[src/rtl/core/ttsr_pkg.sv]
package ttsr_pkg;

  localparam int unsigned MAX_PER_SEGMENT_DEF = 62;
  localparam int unsigned FRAC_BITS_DEF       = 16;

  localparam logic [31:0] STEP_RST    = 32'd655;
  localparam logic [15:0] COUNT_RST   = 16'd100;
  localparam logic [31:0] INVSCL_RST  = 32'd65536;
  localparam logic [31:0] HEADING_RST = 32'd0;

  typedef enum logic [1:0] {
    CFG_STEP    = 2'd0,
    CFG_COUNT   = 2'd1,
    CFG_INVSCL  = 2'd2,
    CFG_HEADING = 2'd3
  } cfg_idx_t;

  typedef struct packed {
    logic [31:0]        point_time;
    logic signed [31:0] point_x;
    logic signed [31:0] point_y;
    logic signed [31:0] point_vel_x;
    logic signed [31:0] point_vel_y;
    logic               last_point;
  } in_item_t;

  typedef struct packed {
    logic signed [31:0] pos_x;
    logic signed [31:0] pos_y;
    logic signed [31:0] heading;
    logic signed [31:0] vel_x;
    logic signed [31:0] vel_y;
    logic               end_record;
  } out_item_t;

  // Datapath operations issued by the controller
  typedef enum logic [3:0] {
    OP_NONE,
    OP_LOAD,     // capture the input item
    OP_SCL_CUR,  // scale current x/y/vx/vy (four multiplier passes)
    OP_SCL_PREV, // scale previous x/y
    OP_SLOPE,    // start slope divisions
    OP_TARGET,   // compute target time for current index
    OP_RATIO,    // start ratio division
    OP_INTERP,   // interpolate x/y from ratio
    OP_ADV,      // advance sample index and emitted count
    OP_COMMIT    // store current point as previous
  } dp_op_t;

  typedef enum logic [1:0] {
    REC_START,
    REC_SAMPLE,
    REC_END
  } rec_sel_t;

  typedef struct packed {
    dp_op_t   op;
    logic     out_load;
    rec_sel_t rec;
    logic     clear_traj;
  } dp_cmd_t;

  typedef struct packed {
    logic busy;        // multiplier or divider still running
    logic have_prev;
    logic last;
    logic forward;     // t > prev_time
    logic more;        // index + 1 < sample_count
    logic in_seg;      // target in [start, end)
    logic cap_left;    // emitted < MAX_PER_SEGMENT
    logic out_full;
  } dp_stat_t;

  typedef enum logic [3:0] {
    ST_IDLE,
    ST_LOAD,
    ST_SCALE,
    ST_START_REC,
    ST_SCALE_PREV,
    ST_SLOPE,
    ST_TARGET,
    ST_CHECK,
    ST_RATIO,
    ST_INTERP,
    ST_EMIT,
    ST_ADV,
    ST_COMMIT,
    ST_END_REC
  } ctl_state_t;

endpackage

[src/rtl/core/ttsr_ctrl.sv]
module ttsr_ctrl
  import ttsr_pkg::*;
(
  input  logic     clk,
  input  logic     rst_n,
  input  logic     in_valid,
  output logic     in_stall,
  input  dp_stat_t stat,
  output dp_cmd_t  cmd
);

  ctl_state_t state_r, state_nxt;

  always_ff @(posedge clk) begin
    if (!rst_n) state_r <= ST_IDLE;
    else        state_r <= state_nxt;
  end

  // Sequence one point through scale, slope, sample loop and records
  always_comb begin
    state_nxt      = state_r;
    cmd.op         = OP_NONE;
    cmd.out_load   = 1'b0;
    cmd.rec        = REC_SAMPLE;
    cmd.clear_traj = 1'b0;
    in_stall       = 1'b1;
    unique case (state_r)
      ST_IDLE: begin
        in_stall = 1'b0;
        if (in_valid) begin
          cmd.op    = OP_LOAD;
          state_nxt = ST_LOAD;
        end
      end
      ST_LOAD: begin
        cmd.op    = OP_SCL_CUR;
        state_nxt = ST_SCALE;
      end
      ST_SCALE: begin
        if (!stat.busy) begin
          if (!stat.have_prev) state_nxt = ST_START_REC;
          else if (stat.forward) begin
            cmd.op    = OP_SCL_PREV;
            state_nxt = ST_SCALE_PREV;
          end else state_nxt = ST_COMMIT;
        end
      end
      ST_START_REC: begin
        if (!stat.out_full) begin
          cmd.out_load = 1'b1;
          cmd.rec      = REC_START;
          state_nxt    = ST_COMMIT;
        end
      end
      ST_SCALE_PREV: begin
        if (!stat.busy) begin
          cmd.op    = OP_SLOPE;
          state_nxt = ST_SLOPE;
        end
      end
      ST_SLOPE: begin
        if (!stat.busy) state_nxt = ST_TARGET;
      end
      ST_TARGET: begin
        if (stat.more) begin
          cmd.op    = OP_TARGET;
          state_nxt = ST_CHECK;
        end else state_nxt = ST_COMMIT;
      end
      ST_CHECK: begin
        if (!stat.in_seg)       state_nxt = ST_COMMIT;
        else if (stat.cap_left) begin
          cmd.op    = OP_RATIO;
          state_nxt = ST_RATIO;
        end else state_nxt = ST_ADV;
      end
      ST_RATIO: begin
        if (!stat.busy) begin
          cmd.op    = OP_INTERP;
          state_nxt = ST_INTERP;
        end
      end
      ST_INTERP: begin
        if (!stat.busy) state_nxt = ST_EMIT;
      end
      ST_EMIT: begin
        if (!stat.out_full) begin
          cmd.out_load = 1'b1;
          state_nxt    = ST_ADV;
        end
      end
      ST_ADV: begin
        cmd.op    = OP_ADV;
        state_nxt = ST_TARGET;
      end
      ST_COMMIT: begin
        cmd.op    = OP_COMMIT;
        state_nxt = stat.last ? ST_END_REC : ST_IDLE;
      end
      ST_END_REC: begin
        if (!stat.out_full) begin
          cmd.out_load   = 1'b1;
          cmd.rec        = REC_END;
          cmd.clear_traj = 1'b1;
          state_nxt      = ST_IDLE;
        end
      end
      default: state_nxt = ST_IDLE;
    endcase
  end

`ifndef SYNTHESIS
  a_accept_idle: assert property (@(posedge clk) disable iff (!rst_n)
    (in_valid && !in_stall) |=> state_r == ST_LOAD) else $error("accept not loaded");
  a_one_load: assert property (@(posedge clk) disable iff (!rst_n)
    cmd.out_load |-> (cmd.op == OP_NONE)) else $error("load with op");
  a_clear_end: assert property (@(posedge clk) disable iff (!rst_n)
    cmd.clear_traj |-> cmd.rec == REC_END) else $error("clear outside end");
`endif

endmodule

[config.mk]
export PLATFORM = sky130hd
export DESIGN_NAME = ttsr_ctrl
export DESIGN_NICKNAME = d
export VERILOG_FILES = /design/src/rtl/core/ttsr_pkg.sv /design/src/rtl/core/ttsr_ctrl.sv
export SDC_FILE = /design/constraint.sdc
export NUM_CORES = 1
export LEC_CHECK = 0
export ABC_AREA = 1
export BUFFER_PORTS_ARGS = -buffer_cell sky130_fd_sc_hd__buf_2
export CAP_MARGIN = 20
export CORE_AREA = 10 10 47 49
export CTS_CLUSTER_SIZE = 30
export DETAILED_ROUTE_END_ITERATION = 7
export DIE_AREA = 0 0 57 59
export GPL_TIMING_DRIVEN = 0
export PLACE_DENSITY = 0.74
export SLEW_MARGIN = 20
export SYNTH_ARGS = -nofsm -noshare
export SYNTH_HDL_FRONTEND = slang
export SYNTH_SLANG_ARGS = --single-unit
[constraint.sdc]
create_clock -name clk -period 2.1 [get_ports clk]
set_input_delay 0.105 -clock clk [delete_from_list [all_inputs] [get_ports clk]]
set_output_delay 0.105 -clock clk [all_outputs]
set_load 0.01 [all_outputs]
==> metrics.yaml <==
holdBufCountCts: 0
p_leak_nw: 0.444
syn_area_um2: 576
crit_path_end_kind: "primary output"
synth_warnings: 0
crit_fanout: 5
r2r_start: "state_r[1]$_SDFFE_PN0P_"
cts_tree: "built"
largest_reg_flops: 4
grt_pass1_vias: 678
syn2layout_area_growth_pct: 23.9
irDropWorstVdd_mv: 0.627
drive_gt1_frac: 0.338
ios: 20
max_slew_margin: 0.810
gp_congestion: 0.889
top_regs: "state_r x4"
drt_iter0_markers: 15
dieWidth_um: 57
critPathTopFamily: "flip-flops"
drcViolationCount: 0
antenna_found_initial: 0
finalInstanceArea_um2: 713
vias_per_cell: 4.82
first_pass_iters: 5
critPathKind: "flop to primary output"
hold_start: "rst_n"
synth_area_leader_cell: "nand2_1"
avgSynthCellArea_um2: 5.33
finalHoldViolations: 0
post-route-period-util: 0.802
power_density_nw_per_um2: 1140
synth.area.top_cells: "nand2_1, dfxtp_1, nor2_1, nand3_1, inv_1"
path_buf_inv: 3
fmax_ghz: 0.594
vias: 704
cap_viol_max_count: 0
routed_wl_um: 1630
ys_ff_latch: 4
grtUsageTotal: 0.0967
final_nets: 143
slowest_stage: "dfxtp_1"
cts_sinks: 4
post-place-ws_ps: 675
synthCells: 108
grt_pass1_wl_um: 2710
startpoint: "state_r[2]$_SDFFE_PN0P_"
clk_pin_slew_ps: 40
n_fill_cell: 150
postRouteAntennaNets: 0
period_needed_ps: 1680
postCtsSetupRepairBufs: 0
path_cells: "inv_2, nor2_2, nand2_1, o31ai_1, inv_1, o211ai_1, buf_2"
max_stage_delay_ps: 410
detail_route.wl_per_cell_um: 11.1
htreeDepth: 1
hold_class: "input port to flop"
insertion_delay_ps: 230
regMostFlops: "state_r"
hpwl_um: 1410
arrival_ps: 1580
cp-start-kind: "flop"
synth_top_area_share: 0.215
worstMarginPinSlew_ps: 284
finalMaxSlewViolations: 0
port_buffers: 19
whs_ps: 133
ys_seq_area_frac: 0.139
overflow: 0
setup_tns_ps: 0
floorplan.rows: 14
core_area_um2: 1400
dieHeight_um: 59
initial_utilization: 0.411
finClkSkew_ps: 0.941
run_status: "finished clean"
die-area_um2: 3360
grt_start_max_net_pins: 9
rsz0062_at_grt: "false"
post_cts_resized: 0
finalSetupViolCount: 0
cp_data_required_time_ps: 2000
antenna_cells: 0
layout_setup_ws_ps: 416
post_dp_cell_area_um2: 691
cts-root-buf: "clkbuf_4"
synth_nets: 119
tritoncts.num_buffers: 3
ctsLongestPathBuffers: 2
ys_types: 22
-- placed cells by master (no fill, tap or decap) --
cell | netlist | final
nand4_1 | 2 | 2
o21ai_2 | 1 | 1
nor2_1 | 17 | 17
o211ai_1 | 2 | 2
or2_2 | 1 | 1
a21oi_1 | 2 | 2
buf_4 | 1 | 1
nand2_1 | 33 | 33
a21o_1 | 1 | 1
o21ai_0 | 2 | 2
o21bai_1 | 2 | 2
nand3_4 | 1 | 1
nand3_2 | 1 | 1
nor2_2 | 4 | 4
nand3_1 | 9 | 9
nor2_4 | 1 | 1
buf_2 | 0 | 19
dfxtp_1 | 4 | 4
nand2_2 | 4 | 4
inv_1 | 10 | 10
inv_2 | 8 | 8
clkbuf_4 | 0 | 3
a31oi_1 | 1 | 1
o31ai_1 | 1 | 1
-- final timing paths --
kind	slack, ps	endpoint	cells after the start
hold / removal	130	state_r[1]$_SDFFE_PN0P_	3
hold reg to reg	620	state_r[2]$_SDFFE_PN0P_	4
setup / recovery	420	cmd[5]	7
setup reg to reg	770	state_r[2]$_SDFFE_PN0P_	9
-- metrics by stage --
stage	std cells	util	power, mW
floorplan	108	-	0.573
finish	146	0.509	0.810
CTS	146	0.509	0.819
detailed placement	143	0.493	0.722
global route	146	0.509	0.907
global placement	143	0.493	0.714
-- cells in the mapped netlist (all sizes together) --
cell    number
a21oi        2
o21ai        3
or2          1
buf          1
nor2        22
inv         18
nand4        2
nand3       11
o21bai       2
a21o         1
dfxtp        4
nand2       37
o211ai       2
o31ai        1
a31oi        1
-- cell type report --
type	count	area, um^2	share of cell area
Clock buffer	3	22.5	0.0316
Multi-Input combinational cell	85	420	0.589
Tap cell	16	20.0	0.0281
Buffer	1	7.51	0.0105
Sequential cell	4	80.1	0.112
Inverter	18	67.6	0.0947
Timing Repair Buffer	19	95.1	0.133
-- per-layer routing --
layer | part of all wire | track usage
met5 | 0 | 0
met4 | 0.0098 | 0.0604
met3 | 0.065 | 0.0300
met2 | 0.49 | 0.167
met1 | 0.44 | 0.0996
-- worst min-delay path, cell delays in order --
cell and delay [ps]:
buf_2 120, nand2_1 60, nor2_1 30
-- power breakdown --
part           total, mW  switching [mW]  internal [mW]
clock             0.0907          0.0271         0.0636
sequential         0.152          0.0467          0.105
combinational      0.567           0.365          0.202
-- cell families (layout without fill, tap and decap cells) --
kind of cell / after synthesis / count (layout) / share of synthesized area
simple gates: 73 / 73 / 0.591
compound gates: 12 / 12 / 0.139
flops: 4 / 4 / 0.139
buf+inv: 19 / 41 / 0.130
Note: power is estimated with default switching activity, not from simulation.
